===== src/rtl/core/pgm16_stream_parser_core_assert.svh =====
// Assertion macros used by the parser RTL.
`ifndef PGM16_STREAM_PARSER_CORE_ASSERT_SVH
`define PGM16_STREAM_PARSER_CORE_ASSERT_SVH

// cond must hold in the same cycle whenever ante holds
`define PGM16_ASSERT_IMPLY(lbl, ck, rn, ante, cond, msg) \
    lbl: assert property (@(posedge ck) disable iff (!rn) (ante) |-> (cond)) \
        else $error(msg);

// cond must hold in the cycle after ante
`define PGM16_ASSERT_NEXT(lbl, ck, rn, ante, cond, msg) \
    lbl: assert property (@(posedge ck) disable iff (!rn) (ante) |=> (cond)) \
        else $error(msg);

// cond must never hold
`define PGM16_ASSERT_NEVER(lbl, ck, rn, cond, msg) \
    lbl: assert property (@(posedge ck) disable iff (!rn) !(cond)) \
        else $error(msg);

`endif


===== src/rtl/core/pgm16_pkg.sv =====
package pgm16_pkg;

    localparam int MAX_DIM_DEFAULT = 65535;
    localparam int QUEUE_DEPTH     = 2;
    localparam int ACC_W           = 17;
    localparam int OUT_TDATA_W     = 56;

    localparam logic [ACC_W-1:0] ACC_MAX    = 17'h1FFFF;
    localparam logic [ACC_W-1:0] MAXVAL_REQ = 17'd65535;

    localparam logic [7:0] CHAR_P     = 8'h50;
    localparam logic [7:0] CHAR_FIVE  = 8'h35;
    localparam logic [7:0] CHAR_HASH  = 8'h23;
    localparam logic [7:0] CHAR_NL    = 8'h0A;
    localparam logic [7:0] CHAR_TAB   = 8'h09;
    localparam logic [7:0] CHAR_VT    = 8'h0B;
    localparam logic [7:0] CHAR_FF    = 8'h0C;
    localparam logic [7:0] CHAR_CR    = 8'h0D;
    localparam logic [7:0] CHAR_SPACE = 8'h20;
    localparam logic [7:0] CHAR_ZERO  = 8'h30;
    localparam logic [7:0] CHAR_NINE  = 8'h39;

    typedef enum logic [2:0] {
        CLS_OTHER,
        CLS_SPACE,
        CLS_NEWLINE,
        CLS_HASH,
        CLS_DIGIT,
        CLS_MAGIC_P
    } byte_class_t;

    typedef enum logic [3:0] {
        PH_MAGIC0,
        PH_MAGIC1,
        PH_SKIP,
        PH_DIGITS,
        PH_PIXELS,
        PH_DONE,
        PH_ERROR
    } phase_t;

    typedef enum logic [1:0] {
        RK_HEADER = 2'd0,
        RK_SAMPLE = 2'd1,
        RK_ERROR  = 2'd2
    } result_kind_t;

    typedef enum logic [2:0] {
        ERR_TRUNCATED  = 3'd0,
        ERR_NOT_P5     = 3'd1,
        ERR_BAD_DIM    = 3'd2,
        ERR_MAXVAL     = 3'd3,
        ERR_SHORT_READ = 3'd4
    } error_code_t;

    // one classified input item, front to back
    typedef struct packed {
        logic [7:0]  data;
        logic        eos;
        byte_class_t cls;
    } item_t;

    typedef struct packed {
        result_kind_t kind;
        error_code_t  err;
        logic         last;
        logic [15:0]  sample;
        logic [15:0]  height;
        logic [15:0]  width;
    } result_t;

    function automatic byte_class_t classify(input logic [7:0] c);
        byte_class_t r;
        if (c >= CHAR_ZERO && c <= CHAR_NINE)
            r = CLS_DIGIT;
        else if (c == CHAR_NL)
            r = CLS_NEWLINE;
        else if (c == CHAR_SPACE || c == CHAR_TAB || c == CHAR_VT || c == CHAR_FF ||
                 c == CHAR_CR)
            r = CLS_SPACE;
        else if (c == CHAR_HASH)
            r = CLS_HASH;
        else if (c == CHAR_P)
            r = CLS_MAGIC_P;
        else
            r = CLS_OTHER;
        return r;
    endfunction

endpackage


===== src/rtl/core/pgm16_front.sv =====
// Input register stage: takes stream items and tags each byte with its class.
module pgm16_front (
    input  logic                clk,
    input  logic                rst_n,
    input  logic                s_axis_tvalid,
    output logic                s_axis_tready,
    input  logic [7:0]          s_axis_tdata,   // data_byte
    input  logic                s_axis_tuser,   // end_of_stream
    output logic                out_valid,
    input  logic                out_ready,
    output pgm16_pkg::item_t    out_item
);

    logic             valid_reg;
    logic             valid_next;
    pgm16_pkg::item_t item_reg;
    pgm16_pkg::item_t item_next;
    logic             accept;

    assign s_axis_tready = !valid_reg || out_ready;
    assign accept        = s_axis_tvalid && s_axis_tready;

    always_comb
    begin
        item_next.data = s_axis_tdata;
        item_next.eos  = s_axis_tuser;
        item_next.cls  = pgm16_pkg::classify(s_axis_tdata);
        if (accept)
            valid_next = 1'b1;
        else if (out_ready)
            valid_next = 1'b0;
        else
            valid_next = valid_reg;
    end

    always_ff @(posedge clk or negedge rst_n)
    begin
        if (!rst_n)
            valid_reg <= 1'b0;
        else
            valid_reg <= valid_next;
    end

    always_ff @(posedge clk)
    begin
        if (accept)
            item_reg <= item_next;
    end

    assign out_valid = valid_reg;
    assign out_item  = item_reg;

endmodule


===== src/rtl/core/pgm16_queue.sv =====
// Small FIFO of classified items between front and back.
module pgm16_queue (
    input  logic                clk,
    input  logic                rst_n,
    input  logic                in_valid,
    output logic                in_ready,
    input  pgm16_pkg::item_t    in_item,
    output logic                out_valid,
    input  logic                out_ready,
    output pgm16_pkg::item_t    out_item
);

    localparam int DEPTH = pgm16_pkg::QUEUE_DEPTH;
    localparam int PTR_W = (DEPTH > 1) ? $clog2(DEPTH) : 1;
    localparam int CNT_W = $clog2(DEPTH + 1);
    localparam logic [PTR_W-1:0] PTR_LAST = PTR_W'(DEPTH - 1);
    localparam logic [CNT_W-1:0] CNT_FULL = CNT_W'(DEPTH);

    pgm16_pkg::item_t  slot_reg [DEPTH];
    logic [PTR_W-1:0]  wr_ptr_reg;
    logic [PTR_W-1:0]  wr_ptr_next;
    logic [PTR_W-1:0]  rd_ptr_reg;
    logic [PTR_W-1:0]  rd_ptr_next;
    logic [CNT_W-1:0]  count_reg;
    logic [CNT_W-1:0]  count_next;
    logic              push;
    logic              pop;

    assign in_ready  = (count_reg != CNT_FULL);
    assign out_valid = (count_reg != '0);
    assign out_item  = slot_reg[rd_ptr_reg];
    assign push      = in_valid && in_ready;
    assign pop       = out_valid && out_ready;

    always_comb
    begin
        wr_ptr_next = wr_ptr_reg;
        rd_ptr_next = rd_ptr_reg;
        count_next  = count_reg;
        if (push)
            wr_ptr_next = (wr_ptr_reg == PTR_LAST) ? '0 : wr_ptr_reg + 1'b1;
        if (pop)
            rd_ptr_next = (rd_ptr_reg == PTR_LAST) ? '0 : rd_ptr_reg + 1'b1;
        if (push && !pop)
            count_next = count_reg + 1'b1;
        else if (pop && !push)
            count_next = count_reg - 1'b1;
    end

    always_ff @(posedge clk or negedge rst_n)
    begin
        if (!rst_n)
        begin
            wr_ptr_reg <= '0;
            rd_ptr_reg <= '0;
            count_reg  <= '0;
        end
        else
        begin
            wr_ptr_reg <= wr_ptr_next;
            rd_ptr_reg <= rd_ptr_next;
            count_reg  <= count_next;
        end
    end

    always_ff @(posedge clk)
    begin
        if (push)
            slot_reg[wr_ptr_reg] <= in_item;
    end

endmodule


===== src/rtl/core/pgm16_back.sv =====
`include "pgm16_stream_parser_core_assert.svh"

// Header parser and sample assembler, with the output register.
module pgm16_back #(
    parameter int MAX_DIM = pgm16_pkg::MAX_DIM_DEFAULT
) (
    input  logic                                  clk,
    input  logic                                  rst_n,
    input  logic                                  in_valid,
    output logic                                  in_ready,
    input  pgm16_pkg::item_t                      in_item,
    output logic                                  m_axis_tvalid,
    input  logic                                  m_axis_tready,
    output logic [pgm16_pkg::OUT_TDATA_W-1:0]     m_axis_tdata,
    output logic [1:0]                            m_axis_tuser,
    output logic                                  m_axis_tlast
);

    localparam int AW = pgm16_pkg::ACC_W;

    pgm16_pkg::phase_t  phase_reg;
    pgm16_pkg::phase_t  phase_next;
    logic [1:0]         idx_reg;
    logic [1:0]         idx_next;
    logic               comment_reg;
    logic               comment_next;
    logic               parity_reg;
    logic               parity_next;
    logic [AW-1:0]      acc_reg;
    logic [AW-1:0]      acc_next;
    logic               ovf_reg;
    logic               ovf_next;
    logic [15:0]        width_reg;
    logic [15:0]        width_next;
    logic [15:0]        height_reg;
    logic [15:0]        height_next;
    logic [7:0]         high_reg;
    logic [7:0]         high_next;
    logic [31:0]        samples_reg;
    logic [31:0]        samples_next;
    logic               out_valid_reg;
    logic               out_valid_next;
    pgm16_pkg::result_t out_reg;
    pgm16_pkg::result_t res;
    logic               res_valid;

    logic               out_free;
    logic               step;
    logic               in_skip;
    logic               in_digits;
    logic               is_digit;
    logic               is_five;
    logic               skip_ignore;
    logic               take_digit;
    logic               num_end;
    logic [AW-1:0]      acc_base;
    logic [AW+3:0]      acc_raw;
    logic               acc_sat;
    logic [AW-1:0]      acc_sum;
    logic [AW-1:0]      num_val;
    logic               num_ovf;
    logic               dim_ok;
    logic               maxval_good;
    logic               dims_set;
    logic               hdr_ok;
    logic               last_now;
    pgm16_pkg::error_code_t hdr_err;

    assign out_free = !out_valid_reg || m_axis_tready;
    assign in_ready = out_free;
    assign step     = in_valid && out_free;

    assign in_skip     = (phase_reg == pgm16_pkg::PH_SKIP);
    assign in_digits   = (phase_reg == pgm16_pkg::PH_DIGITS);
    assign is_digit    = (in_item.cls == pgm16_pkg::CLS_DIGIT);
    assign is_five     = (in_item.data == pgm16_pkg::CHAR_FIVE);
    assign skip_ignore = in_skip && (comment_reg || in_item.cls == pgm16_pkg::CLS_HASH ||
                         in_item.cls == pgm16_pkg::CLS_SPACE ||
                         in_item.cls == pgm16_pkg::CLS_NEWLINE);
    assign take_digit  = ((in_skip && !skip_ignore) || in_digits) && is_digit;
    assign num_end     = ((in_skip && !skip_ignore) || in_digits) && !is_digit;

    // acc * 10 + digit, saturating; a number begun from the skip phase starts at zero
    assign acc_base = in_skip ? '0 : acc_reg;
    assign acc_raw  = (AW+4)'({acc_base, 3'b000}) + (AW+4)'({acc_base, 1'b0}) +
                      (AW+4)'(in_item.data[3:0]);
    assign acc_sat  = acc_raw > (AW+4)'(pgm16_pkg::ACC_MAX);
    assign acc_sum  = acc_sat ? pgm16_pkg::ACC_MAX : acc_raw[AW-1:0];

    // a number ended straight from the skip phase reads as zero
    assign num_val     = in_skip ? '0 : acc_reg;
    assign num_ovf     = in_skip ? 1'b0 : ovf_reg;
    assign dim_ok      = !num_ovf && (num_val != '0) && (num_val <= AW'(MAX_DIM));
    assign maxval_good = !num_ovf && (num_val == pgm16_pkg::MAXVAL_REQ);
    assign dims_set    = (width_reg != '0) && (height_reg != '0);
    assign hdr_ok      = dims_set && maxval_good;
    assign hdr_err     = dims_set ? pgm16_pkg::ERR_MAXVAL : pgm16_pkg::ERR_BAD_DIM;
    assign last_now    = (samples_reg[31:1] == '0);

    // next phase
    always_comb
    begin
        phase_next = phase_reg;
        if (step)
        begin
            if (in_item.eos)
                phase_next = pgm16_pkg::PH_MAGIC0;
            else
            begin
                case (phase_reg)
                    pgm16_pkg::PH_MAGIC0:
                        phase_next = (in_item.cls == pgm16_pkg::CLS_MAGIC_P) ?
                                     pgm16_pkg::PH_MAGIC1 : pgm16_pkg::PH_ERROR;
                    pgm16_pkg::PH_MAGIC1:
                        phase_next = is_five ? pgm16_pkg::PH_SKIP : pgm16_pkg::PH_ERROR;
                    pgm16_pkg::PH_SKIP,
                    pgm16_pkg::PH_DIGITS:
                    begin
                        if (num_end)
                        begin
                            if (idx_reg != 2'd2)
                                phase_next = pgm16_pkg::PH_SKIP;
                            else if (hdr_ok)
                                phase_next = pgm16_pkg::PH_PIXELS;
                            else
                                phase_next = pgm16_pkg::PH_ERROR;
                        end
                        else if (take_digit)
                            phase_next = pgm16_pkg::PH_DIGITS;
                    end
                    pgm16_pkg::PH_PIXELS:
                        if (parity_reg && last_now)
                            phase_next = pgm16_pkg::PH_DONE;
                    default:
                        phase_next = phase_reg;
                endcase
            end
        end
    end

    // datapath and results
    always_comb
    begin
        idx_next     = idx_reg;
        comment_next = comment_reg;
        parity_next  = parity_reg;
        acc_next     = acc_reg;
        ovf_next     = ovf_reg;
        width_next   = width_reg;
        height_next  = height_reg;
        high_next    = high_reg;
        samples_next = samples_reg;
        res          = '0;
        res_valid    = 1'b0;
        if (step)
        begin
            if (in_item.eos)
            begin
                idx_next     = '0;
                comment_next = 1'b0;
                parity_next  = 1'b0;
                acc_next     = '0;
                ovf_next     = 1'b0;
                res.kind     = pgm16_pkg::RK_ERROR;
                case (phase_reg)
                    pgm16_pkg::PH_MAGIC0,
                    pgm16_pkg::PH_MAGIC1:
                    begin
                        res_valid = 1'b1;
                        res.err   = pgm16_pkg::ERR_NOT_P5;
                    end
                    pgm16_pkg::PH_SKIP:
                    begin
                        res_valid = 1'b1;
                        res.err   = pgm16_pkg::ERR_TRUNCATED;
                    end
                    pgm16_pkg::PH_DIGITS:
                    begin
                        res_valid = 1'b1;
                        if (idx_reg != 2'd2)
                            res.err = pgm16_pkg::ERR_TRUNCATED;
                        else if (hdr_ok)
                            res.err = pgm16_pkg::ERR_SHORT_READ;
                        else
                            res.err = hdr_err;
                    end
                    pgm16_pkg::PH_PIXELS:
                    begin
                        res_valid = 1'b1;
                        res.err   = pgm16_pkg::ERR_SHORT_READ;
                    end
                    default:
                        res_valid = 1'b0;
                endcase
            end
            else
            begin
                case (phase_reg)
                    pgm16_pkg::PH_MAGIC0:
                        if (in_item.cls != pgm16_pkg::CLS_MAGIC_P)
                        begin
                            res_valid = 1'b1;
                            res.kind  = pgm16_pkg::RK_ERROR;
                            res.err   = pgm16_pkg::ERR_NOT_P5;
                        end
                    pgm16_pkg::PH_MAGIC1:
                        if (is_five)
                        begin
                            idx_next     = '0;
                            comment_next = 1'b0;
                        end
                        else
                        begin
                            res_valid = 1'b1;
                            res.kind  = pgm16_pkg::RK_ERROR;
                            res.err   = pgm16_pkg::ERR_NOT_P5;
                        end
                    pgm16_pkg::PH_SKIP:
                        if (comment_reg)
                        begin
                            if (in_item.cls == pgm16_pkg::CLS_NEWLINE)
                                comment_next = 1'b0;
                        end
                        else if (in_item.cls == pgm16_pkg::CLS_HASH)
                            comment_next = 1'b1;
                    pgm16_pkg::PH_PIXELS:
                        if (!parity_reg)
                        begin
                            high_next   = in_item.data;
                            parity_next = 1'b1;
                        end
                        else
                        begin
                            parity_next = 1'b0;
                            res_valid   = 1'b1;
                            res.kind    = pgm16_pkg::RK_SAMPLE;
                            res.sample  = {high_reg, in_item.data};
                            res.last    = last_now;
                            if (samples_reg != '0)
                                samples_next = samples_reg - 1'b1;
                        end
                    default:
                        res_valid = 1'b0;
                endcase

                if (take_digit)
                begin
                    acc_next = acc_sum;
                    ovf_next = num_ovf | acc_sat;
                end

                if (num_end)
                begin
                    acc_next     = '0;
                    ovf_next     = 1'b0;
                    comment_next = 1'b0;
                    case (idx_reg)
                        2'd0:
                        begin
                            width_next = dim_ok ? num_val[15:0] : '0;
                            idx_next   = 2'd1;
                        end
                        2'd1:
                        begin
                            height_next = dim_ok ? num_val[15:0] : '0;
                            idx_next    = 2'd2;
                        end
                        default:
                        begin
                            idx_next  = '0;
                            res_valid = 1'b1;
                            if (hdr_ok)
                            begin
                                res.kind     = pgm16_pkg::RK_HEADER;
                                res.width    = width_reg;
                                res.height   = height_reg;
                                samples_next = 32'(width_reg) * 32'(height_reg);
                                parity_next  = 1'b0;
                                high_next    = '0;
                            end
                            else
                            begin
                                res.kind = pgm16_pkg::RK_ERROR;
                                res.err  = hdr_err;
                            end
                        end
                    endcase
                end
            end
        end
    end

    always_comb
    begin
        if (out_free)
            out_valid_next = step && res_valid;
        else
            out_valid_next = out_valid_reg;
    end

    always_ff @(posedge clk or negedge rst_n)
    begin
        if (!rst_n)
        begin
            phase_reg     <= pgm16_pkg::PH_MAGIC0;
            idx_reg       <= '0;
            comment_reg   <= 1'b0;
            parity_reg    <= 1'b0;
            acc_reg       <= '0;
            ovf_reg       <= 1'b0;
            out_valid_reg <= 1'b0;
        end
        else
        begin
            phase_reg     <= phase_next;
            idx_reg       <= idx_next;
            comment_reg   <= comment_next;
            parity_reg    <= parity_next;
            acc_reg       <= acc_next;
            ovf_reg       <= ovf_next;
            out_valid_reg <= out_valid_next;
        end
    end

    always_ff @(posedge clk)
    begin
        width_reg   <= width_next;
        height_reg  <= height_next;
        high_reg    <= high_next;
        samples_reg <= samples_next;
        if (step && res_valid)
            out_reg <= res;
    end

    assign m_axis_tvalid = out_valid_reg;
    assign m_axis_tdata  = {5'b0, out_reg.err, out_reg.sample, out_reg.height, out_reg.width};
    assign m_axis_tuser  = out_reg.kind;
    assign m_axis_tlast  = out_reg.last;

    `PGM16_ASSERT_NEVER(a_idx_range, clk, rst_n, idx_reg == 2'd3,
        "number index out of range")
    `PGM16_ASSERT_IMPLY(a_pixels_count, clk, rst_n, phase_reg == pgm16_pkg::PH_PIXELS,
        samples_reg != '0, "sample count ran out during payload")
    `PGM16_ASSERT_IMPLY(a_comment_phase, clk, rst_n, comment_reg,
        phase_reg == pgm16_pkg::PH_SKIP, "comment flag outside skip phase")
    `PGM16_ASSERT_NEXT(a_eos_rearm, clk, rst_n, step && in_item.eos,
        phase_reg == pgm16_pkg::PH_MAGIC0 && idx_reg == '0 && !parity_reg,
        "end of stream did not re-arm parser")

endmodule


===== src/rtl/core/pgm16_stream_parser_core.sv =====
// Binary 16-bit PGM (P5) stream parser.
// Input channel s_axis: one file byte per item in tdata; tuser high marks an
// end-of-stream item (no byte); it reports a not-P5, truncation, header or
// short-read error if the file stopped early, always re-arming for the next file.
// Output channel m_axis: at most one item per input item. tuser gives the
// kind (header, sample, error); tdata carries width, height, sample and error
// code, unused fields zero; tlast flags the final sample of the image.
// A result passes the input register, a queue slot and the output register
// on its way to m_axis.
// Throughput: one byte per cycle sustained while m_axis_tready is high; the
// parser stage does one byte's state update, x10 digit accumulate included, in
// a single cycle. The pixel count width*height is multiplied once, at header accept.
// Reset (rst_n low, asynchronous) empties the input stage and queue, drops
// tvalid and puts the parser back to expecting the 'P' magic byte.
// When the receiver holds m_axis_tready low the output item is held, the
// parser stops, the queue fills and s_axis_tready falls once the queue and the
// input register hold three items in all.
module pgm16_stream_parser_core #(
    parameter int MAX_DIM = pgm16_pkg::MAX_DIM_DEFAULT  // largest accepted dimension
) (
    input  logic                              clk,
    input  logic                              rst_n,
    // input stream
    input  logic                              s_axis_tvalid,
    output logic                              s_axis_tready,
    input  logic [7:0]                        s_axis_tdata,   // [7:0] data_byte
    input  logic                              s_axis_tuser,   // [0] end_of_stream
    // result stream
    output logic                              m_axis_tvalid,
    input  logic                              m_axis_tready,
    // [15:0] image_width, [31:16] image_height, [47:32] sample_value,
    // [50:48] error_code, [55:51] zero
    output logic [pgm16_pkg::OUT_TDATA_W-1:0] m_axis_tdata,
    output logic [1:0]                        m_axis_tuser,   // [1:0] result_kind
    output logic                              m_axis_tlast    // last_sample
);

    // front stage -> queue
    logic             fr_valid;
    logic             fr_ready;
    pgm16_pkg::item_t fr_item;

    // queue -> parser
    logic             q_valid;
    logic             q_ready;
    pgm16_pkg::item_t q_item;

    pgm16_front u_front (
        .clk           (clk),
        .rst_n         (rst_n),
        .s_axis_tvalid (s_axis_tvalid),
        .s_axis_tready (s_axis_tready),
        .s_axis_tdata  (s_axis_tdata),
        .s_axis_tuser  (s_axis_tuser),
        .out_valid     (fr_valid),
        .out_ready     (fr_ready),
        .out_item      (fr_item)
    );

    pgm16_queue u_queue (
        .clk       (clk),
        .rst_n     (rst_n),
        .in_valid  (fr_valid),
        .in_ready  (fr_ready),
        .in_item   (fr_item),
        .out_valid (q_valid),
        .out_ready (q_ready),
        .out_item  (q_item)
    );

    pgm16_back #(
        .MAX_DIM (MAX_DIM)
    ) u_back (
        .clk           (clk),
        .rst_n         (rst_n),
        .in_valid      (q_valid),
        .in_ready      (q_ready),
        .in_item       (q_item),
        .m_axis_tvalid (m_axis_tvalid),
        .m_axis_tready (m_axis_tready),
        .m_axis_tdata  (m_axis_tdata),
        .m_axis_tuser  (m_axis_tuser),
        .m_axis_tlast  (m_axis_tlast)
    );

endmodule


===== config.mk =====
export PLATFORM = sky130hd
export DESIGN_NAME = pgm16_stream_parser_core
export DESIGN_NICKNAME = d
export VERILOG_FILES = /design/src/rtl/core/pgm16_pkg.sv /design/src/rtl/core/pgm16_front.sv /design/src/rtl/core/pgm16_queue.sv /design/src/rtl/core/pgm16_back.sv /design/src/rtl/core/pgm16_stream_parser_core.sv
export VERILOG_INCLUDE_DIRS = /design/src /design/src/rtl/core
export SDC_FILE = /design/constraint.sdc
export NUM_CORES = 1
export LEC_CHECK = 0
export BUFFER_PORTS_ARGS = -buffer_cell sky130_fd_sc_hd__buf_4
export CAP_MARGIN = 25
export CORE_AREA = 2 2 195 197
export DETAILED_ROUTE_END_ITERATION = 12
export DIE_AREA = 0 0 197 199
export HOLD_SLACK_MARGIN = 0.15
export PLACE_DENSITY = 0.75
export SLEW_MARGIN = 20
export SYNTH_ARGS = -nofsm -noshare
export SYNTH_HDL_FRONTEND = slang
export SYNTH_SLANG_ARGS = --single-unit
export TNS_END_PERCENT = 30

===== constraint.sdc =====
create_clock -name clk -period 12.6 [get_ports clk]
set_clock_uncertainty 0.05 [all_clocks]
set_input_delay 1.26 -clock clk [delete_from_list [all_inputs] [get_ports clk]]
set_output_delay 1.26 -clock clk [all_outputs]
set_load 0.005 [all_outputs]

# Word level (Yosys, flattened, before mapping)
# Memory sizes are Yosys's and may differ from the RTL's.
# Cells that the tools add are included.
# Widths: inputs -> output; s select.
totals:
  n_memories: 1
  mem_bits_rw: 24
  wordCells: 219
  inputBits: 13
  reg_bits: 170
  out_inout_bits: 61
op_classes:
  n_reduce_logical: 64
  mul: 1
  add_sub_neg: 7
  mux: 83
  bitwise_logic: 7
  n_eq_ne: 26
  order_cmp: 4
mem_list:
  columns: ["memory", "words", "word_bits", "rd", "rd_clocked_by_memory_dff", "wr", "line", "rtl"]
  rows:
  - ["u_queue.slot_reg", 2, 12, 1, 0, 1, "pgm16_queue.sv:19", "pgm16_pkg::item_t slot_reg [DEPTH];"]
ops:
  columns: ["operator", "count"]
  rows:
  - ["$mux 32", 6]
  - ["$mux 17", 5]
  - ["$eq 8x4->1 const B", 5]
  - ["$mux 8", 5]
  - ["$mul 16x16->32", 1]
  - ["$mux 1", 32]
  - ["$reduce_bool 16->1", 2]
  - ["$reduce_bool 32->1", 1]
  - ["$sub 32x1->32 const B", 1]
  - ["$logic_not 31->1", 1]
  - ["$mux 3", 9]
  - ["$mux 5", 5]
  - ["$eq 8x6->1 const B", 3]
  - ["$add 20x18->21", 1]
  - ["$add 21x4->21", 1]
  - ["$gt 21x17->1 const B", 1]
  - ["$mux 4", 5]
  - ["$eq 17x16->1 const B", 1]
  - ["$le 17x16->1 const B", 1]
  - ["$logic_and 1x1->1", 17]
  - ["$reduce_bool 17->1", 1]
  - ["$mux 16", 1]
  - ["$mux 2", 8]
  - ["$pmux 4 s4", 1]
  - ["40 further kinds", 78]

# Logic depth before layout (Yosys ltp)
# Gate-level depths: netlist (run 1).
# An unclocked memory read counts as a cell.
depth:
  word_depth: 14
  mapped_depth: 23
  depth_no_buf: 22

# By module
# From an unflattened synthesis (run 1), not the netlist that was laid out.
unflattened:
  cells_unflattened: 1823
  hier_area_um2: 18267.5
by_module_without_submodules:
  columns: ["mod", "seq_area_each_um2", "area_per_inst_um2", "cells_per_inst", "instances"]
  rows:
  - ["pgm16_back", 4434.3, 16638.5, 1730, 1]
  - ["pgm16_queue", 820.8, 1078.5, 55, 1]
  - ["pgm16_front", 385.4, 550.5, 38, 1]

# Worst setup path after synthesis (run 1)
# No wires, ideal clock.
synth_path:
  path_type: "input to register"
  from: "input m_axis_tready"
  to: "register u_back.out_reg, in the netlist u_back.m_axis_tdata[0], enable pin"
  t_arrival_ns: 5.719
  slack_ns: 6.289
  cell_stages: 5
  t_required_ns: 12.008
  setup_time_ns: 0.542
  path_buffers: 1
  cell_sequence: "nand2b_1 o21a_1 clkbuf_1 nand2_1 o21ai_0"
synth_via:
  elab_chain_cells: 4
synth_lines:
  columns: ["item", "line", "rtl"]
  rows:
  - ["start, declared", "pgm16_stream_parser_core.sv:30", "input logic m_axis_tready,"]
  - ["$logic_or 1x1->1 *", "pgm16_back.sv:69", "assign out_free = !out_valid_reg || m_axis_tready;"]
  - ["$logic_and 1x1->1 *", "pgm16_back.sv:71", "assign step = in_valid && out_free;"]
  - ["$mux 1", "pgm16_back.sv:155", "if (step)"]
  - ["$logic_and 1x1->1 *", "pgm16_back.sv:331", "if (step && res_valid)"]
  - ["end signal, assigned", "pgm16_back.sv:332", "out_reg <= res;"]
  - ["end, declared", "pgm16_back.sv:43", "pgm16_pkg::result_t out_reg;"]
# Mark *: on every way between the ends. The rest lies on a longest branch, timed or not.
# A chain may end at the register's enable or synchronous reset.

# Worst setup path after layout (run 1)
layout_path:
  from: "register u_back.width_reg[8]"
  to: "register u_back.samples_reg[25], data pin"
layout_via:
  elab_chain_cells: 6
  word_cells_on_any_way: 7
  classes_between: "mul (1); mux (3); reduce/logical (3)"
layout_lines:
  columns: ["item", "line", "rtl"]
  rows:
  - ["start, declared", "pgm16_back.sv:33", "logic [15:0] width_reg;"]
  - ["start signal, assigned", "pgm16_back.sv:327", "width_reg <= width_next;"]
  - ["branches (longest 3 deep; another with $mul 16x16->32)", null, null]
  - ["$mux 32 *", "pgm16_back.sv:272", "if (hdr_ok)"]
  - ["$mux 32 *", "pgm16_back.sv:257", "case (idx_reg)"]
  - ["$mux 32 *", "pgm16_back.sv:252", "if (num_end)"]
  - ["end signal, assigned", "pgm16_back.sv:330", "samples_reg <= samples_next;"]
  - ["end, declared", "pgm16_back.sv:39", "logic [31:0] samples_reg;"]
# Mark *: on every way between the ends.

==> impl_metrics.ini, run 1 <==
[setup_path]
arrival_ns = 6.96
crit_type = reg -> reg
critPathLaunchType = flip-flop
r2r_cells = 19
r2r_start = u_back.width_reg[8]
worstReg2RegEnd = u_back.samples_reg[25]
critPathLaunch = u_back.width_reg[8]
crit_path_end_kind = flip-flop
ff2ff_setup_slack_ns = 5.81
cp_data_required_time_ns = 12.76
crit_fanout = 18

[power_and_ir_drop]
p_leak_nw = 8.79
powerDensity_mw_per_mm2 = 135
irDropWorstVdd_uv = 217

[synthesis]
yosysSeqAreaShare_pct = 30.9
synth_ff_type = edfxtp_1
synthArstFlopShare_pct = 16.1
synth_commonest_cells = inv_1, nand2_1, fa_1, edfxtp_1, and2_1
synth_cell_types = 77
ys_ff_latch = 193
avgSynthCellArea_sq_um = 9.95
yosysMostFrequentCell = inv_1
yosysWarnings = 0
synth_area_leader_cell = edfxtp_1
synth_edf_count = 162
synth.area.top_cells = edfxtp_1, fa_1, ha_1, and2_1, inv_1
yosysTopAreaCellShare_pct = 26.7
syn_area_sq_mm = 0.0182
syn_inst = 1834

[routing]
vias = 13250
wirelength_mm = 43.4
drt_first_pass_iters = 6
drcViolationCount = 0
drt_iter0_drc = 1150
ant_nets = 0
via_per_inst = 5.66
wl_per_cell_um = 18.5

[clocking]
cts_made_buffers = 17
cts-resized-gates = 0
cts_root_buf = clkbuf_16
cts_max_level = 4
clock_sinks = 193
insertion_delay_ns = 0.45
cts_hold_buf = 0
path_clk_slew_ns = 0.08
cts_buffer_depth = 2
cts_tree = built
post_cts_buffers = 0

[status]
status = completed

[sta]
clock.fmax_mhz = 147
timing.hold.ws_ns = 0.398
rsz0062_at_grt = no
period_share_pct = 53.9
min_period_ns = 6.79
max_slew_margin_pct = 36.7
setup_viol = 0
tightest_slew_ns = 0.949
fin_tns_setup_ns = 0
hold_violations = 0
finalMaxSlewViolations = 0

[floorplanning]
die_area_sq_mm = 0.0392
floorplan.io_pins = 74
initial_core_util_pct = 49.1
die_y_um = 199
die_x_um = 197
coreArea_sq_mm = 0.0371
rows = 71

[global_route]
overflow = 0
grt_pass1_vias = 13821
grt_max_degree = 83
grt_pass1_wl_mm = 71.1
grt_usage_pct = 23.1
grt_antenna_before_repair = 0

[worst_hold_path]
min_to = u_queue.slot_reg[1][3]
whs_path_depth = 0
holdCritStartpoint = u_front.out_item[3]
holdCritPathClass = reg -> reg

[placed_design]
hpwl_mm = 31.8
gp_congestion = 0.879
port_buffers = 68

[layout]
largest_reg_flops = 51
layout.nets = 2205
drive_gt1_share_pct = 7.49
synthToLayoutAreaGrowth_pct = 8.34

[flow_run]
drv_cap = 0
[kinds of logic (layout without fill, tap and decap cells)]
family | count (synthesis) | count (layout) | synth area share, %
compound gates | 221 | 221 | 7.84
xor+xnor | 71 | 71 | 3.41
fa+ha+maj | 338 | 338 | 31.2
buf+inv | 334 | 364 | 7.06
flops | 193 | 193 | 30.9
mux | 21 | 21 | 1.18
other cells | 1 | 6 | 0.0206
simple gates | 655 | 655 | 18.3
[stage by stage]
step	setup slack (ns)	instance area [sq um]	total power, mW	instances	utilization (%)
final	5.81	19800	2.67	2343	53.2
after global routing	5.49	19800	2.83	2342	53.2
after CTS	5.83	19800	2.67	2341	53.2
after detailed placement	5.83	19100	2.09	2309	51.5
after global placement	5.96	19100	2.06	2308	51.5
after floorplan	6.29	18300	1.70	1838	-
[where the power goes]
part | internal (mW) | leakage [nW] | switching (mW)
Clock | 0.307 | 0.306 | 0.269
Sequential | 0.950 | 1.89 | 0.170
Combinational | 0.380 | 6.60 | 0.593
Total | 1.64 | 8.79 | 1.03
[critical path, cell delays in order, from the launching register on]
cell	delay [ns]
edfxtp_1	0.90
nand2_1	0.18
fa_1	0.60
fa_1	0.44
fa_1	0.48
fa_1	0.51
inv_1	0.06
fa_1	0.53
inv_1	0.06
fa_1	0.53
inv_1	0.04
ha_1	0.36
a211oi_1	0.35
o21bai_1	0.12
o41ai_1	0.33
a311o_1	0.25
o31a_1	0.30
o31ai_1	0.12
xor2_1	0.16
a21o_1	0.18
[cell usage in the layout (no fill, tap or decap), types with 7 or more instances in the layout]
master / count
o21ai_0: 47
ha_1: 141
fa_1: 196
dfrtp_1: 31
edfxtp_1: 162
nand2_1: 215
and2_1: 152
xnor2_1: 43
o21a_1: 9
o211ai_1: 8
or3_1: 7
buf_4: 80
mux2i_1: 17
a21o_1: 15
nor3_1: 22
nor4_1: 16
a21oi_1: 62
nand4_1: 23
a211oi_1: 14
a32oi_1: 14
nand3_1: 21
clkbuf_16: 17
xor2_1: 28
inv_1: 249
nor2b_1: 8
nor2_1: 95
nand3b_1: 7
nand2b_1: 11
and3_1: 50
[routing by layer]
| layer | wire length (um) | vias to the layer above | GRT usage (%) |
|---|---|---|---|
| li1 | - | 6132 | - |
| met1 | 18100 | 6612 | 29.4 |
| met2 | 21800 | 432 | 40.6 |
| met3 | 2580 | 74 | 3.54 |
| met4 | 906 | 0 | 7.35 |
| met5 | 0 | - | 0 |
[final cells by class]
| cell class | count | area, sq um |
|---|---|---|
| Clock inverter | 15 | 203 |
| Timing Repair Buffer | 81 | 612 |
| Inverter | 251 | 942 |
| Sequential cell | 193 | 5640 |
| Tap cell | 474 | 593 |
| Clock buffer | 17 | 425 |
| Fill cell | 3191 | 17400 |
| Antenna cell | 1 | 2.50 |
| Multi-Input combinational cell | 1311 | 11300 |
[worst max path at each step]
stage / cells after the start / slack (ns) / endpoint
after floorplan: 5 / 6.29 / u_back.m_axis_tdata[0]
after global placement: 20 / 5.96 / u_back.samples_reg[25]
after detailed placement: 20 / 5.83 / u_back.samples_reg[25]
after CTS: 20 / 5.83 / u_back.samples_reg[25]
after global routing: 19 / 5.49 / u_back.samples_reg[25]
final: 19 / 5.81 / u_back.samples_reg[25]
Power figures use the tool's default switching activity.
==> run 2: changes to the inputs <==
clock period = 6.26 ns   (was 12.6 ns; I/O delays follow)
==> run 2 against run 1 <==
  * Critical path depth increased by 2
  * Non-clock buffer count increased by 98
  * Via count increased by 3.9%
  * Clock power increased by 100%
  * Worst setup slack got worse by 5.8 ns
  * Combinational power increased by 130%
  * Sequential power increased by 93%
  * Clock-buffer cell count unchanged
  * Core utilization increased by 3.0 points
  * Sequential cell count unchanged
  * First-iteration DRC count decreased by 14%
  * Largest cell class unchanged
==> impl_metrics.ini, run 2 (synthesis results as in run 1) <==
[layout]
drive_gt1_share_pct = 14.5
post-route-util_pct = 56.2
fin_area_sq_mm = 0.0209
layout.nets = 2303
final_common_cell = inv_1
mostFrequentLayoutCells = inv_1, nand2_1, fa_1
largest_reg_flops = 51
synthToLayoutAreaGrowth_pct = 14.4
final_cells = 2441

[routing]
wirelength_mm = 45.6
drcViolationCount = 0
wl_per_cell_um = 18.7
vias = 13772
via_per_inst = 5.64
drt_iter0_drc = 988
ant_nets = 0
drt_first_pass_iters = 8

[clocking]
cts_max_level = 4
cts_root_buf = clkbuf_16
path_clk_slew_ns = 0.09
clock_sinks = 193
insertion_delay_ns = 0.45
cts_tree = built
cts_made_buffers = 17
cts_buffer_depth = 2

[sta]
max_slew_margin_pct = 39.6
timing.hold.ws_ns = 0.301
min_period_ns = 6.23
setup_viol = 0
clock.fmax_mhz = 161
rsz0062_at_grt = yes
finalMaxSlewViolations = 0
hold_violations = 0
period_share_pct = 99.5
tightest_slew_ns = 0.906

[global_route]
grt_max_degree = 82
grt_pass1_vias = 14289
gr-usage-met1_pct = 29.2
grt-busiest-layer = met2
grt_usage_pct = 23.8
use_met2_pct = 42.8
grt_antenna_before_repair = 1
met3_usage_pct = 3.90
overflow = 0
grt_pass1_wl_mm = 73.2

[setup_path]
crit_path_end_kind = flip-flop
r2r_cells = 21
critPathBufInv = 6
crit_fanout = 6
crit_path_top_delay_cell = fa_1
crit_type = reg -> reg
critPathLaunchType = flip-flop
arrival_ns = 6.39
critPathMaxStageDelay_ns = 0.53
cp_top_family = adder cells
crit_chain = buf_4 > and2_1 > fa_1 > inv_1 > fa_1 > fa_1 > fa_1 > inv_1 > fa_1 > inv_1 > fa_1 > inv_1 > ha_4 > nand4_1 > inv_2 > o41ai_2 > a311o_1 > o31a_1 > o31ai_2 > xor2_1 > a21o_1
worst-path-stages = 21
path_common_cell = fa_1
cp_data_required_time_ns = 6.43

[floorplanning]
die_area_sq_mm = 0.0392
coreArea_sq_mm = 0.0371
die_y_um = 199
initial_core_util_pct = 49.1
die_x_um = 197
rows = 71
floorplan.io_pins = 74

[worst_hold_path]
whs_path_depth = 1
holdCritPathClass = in -> reg

[power_and_ir_drop]
p_leak_nw = 9.32
irDropWorstVdd_uv = 292
powerDensity_mw_per_mm2 = 269

[status]
status = completed

[placed_design]
hpwl_mm = 35.0
placed_area_sq_mm = 0.0197
port_buffers = 68
dp.cells = 2383
gp_congestion = 0.935

[flow_run]
drv_cap = 0
==> run 2: report_power, final <==
group	total (mW)	switching [mW]	leakage (nW)	internal, mW
clock	1.18	0.609	0.312	0.569
combinational	2.28	1.36	7.12	0.915
sequential	2.16	0.249	1.89	1.91
total	5.61	2.22	9.32	3.39
==> run 2: final timing paths <==
check / startpoint / to / slack, ns
worst max-delay path: u_back.height_reg[5] / u_back.samples_reg[25] / 0.03
max in group asynchronous: rst_n / u_back.acc_reg[14] / 5.22
min in group asynchronous: rst_n / u_front.out_valid / 0.61
worst max register to register: u_back.height_reg[5] / u_back.samples_reg[25] / 0.03
worst min-delay path: s_axis_tuser / u_front.out_item[3] / 0.30
worst min register to register: u_front.out_item[3] / u_queue.slot_reg[1][3] / 0.40
==> run 2: timing repair <==
item | 4_1_cts | 5_1_grt
setup buffers | 5 | 20
pin swaps | 2 | 43
resized for setup | 3 | 57
endpoints found under the hold margin | 31 | 0
hold buffers | 1 | 0
endpoints found under the setup margin | 10 | 14
==> run 2: metrics by stage <==
stage          worst slack (ns)  setup TNS [ns]  power (mW)
2_1_floorplan            0.0152               0        3.42
5_1_grt                  -0.162          -0.711        5.93
3_3_place_gp            -0.0307         -0.0603        4.26
4_1_cts                 -0.0312          -0.103        5.53
3_5_place_dp             -0.130          -0.485        4.32
6_report                 0.0336               0        5.61
==> run 2: layout make-up <==
type | count | area, sq um
Inverter | 251 | 942
Multi-Input combinational cell | 1311 | 11600
Clock inverter | 15 | 228
Fill cell | 3121 | 16300
Tap cell | 474 | 593
Antenna cell | 1 | 2.50
Timing Repair Buffer | 179 | 1420
Clock buffer | 17 | 425
Sequential cell | 193 | 5640
==> run 2: metal layers <==
layer	routed length [um]	up-vias
li1	-	6329
met1	18100	6839
met4	1310	0
met5	0	-
met3	2880	82
met2	23300	522
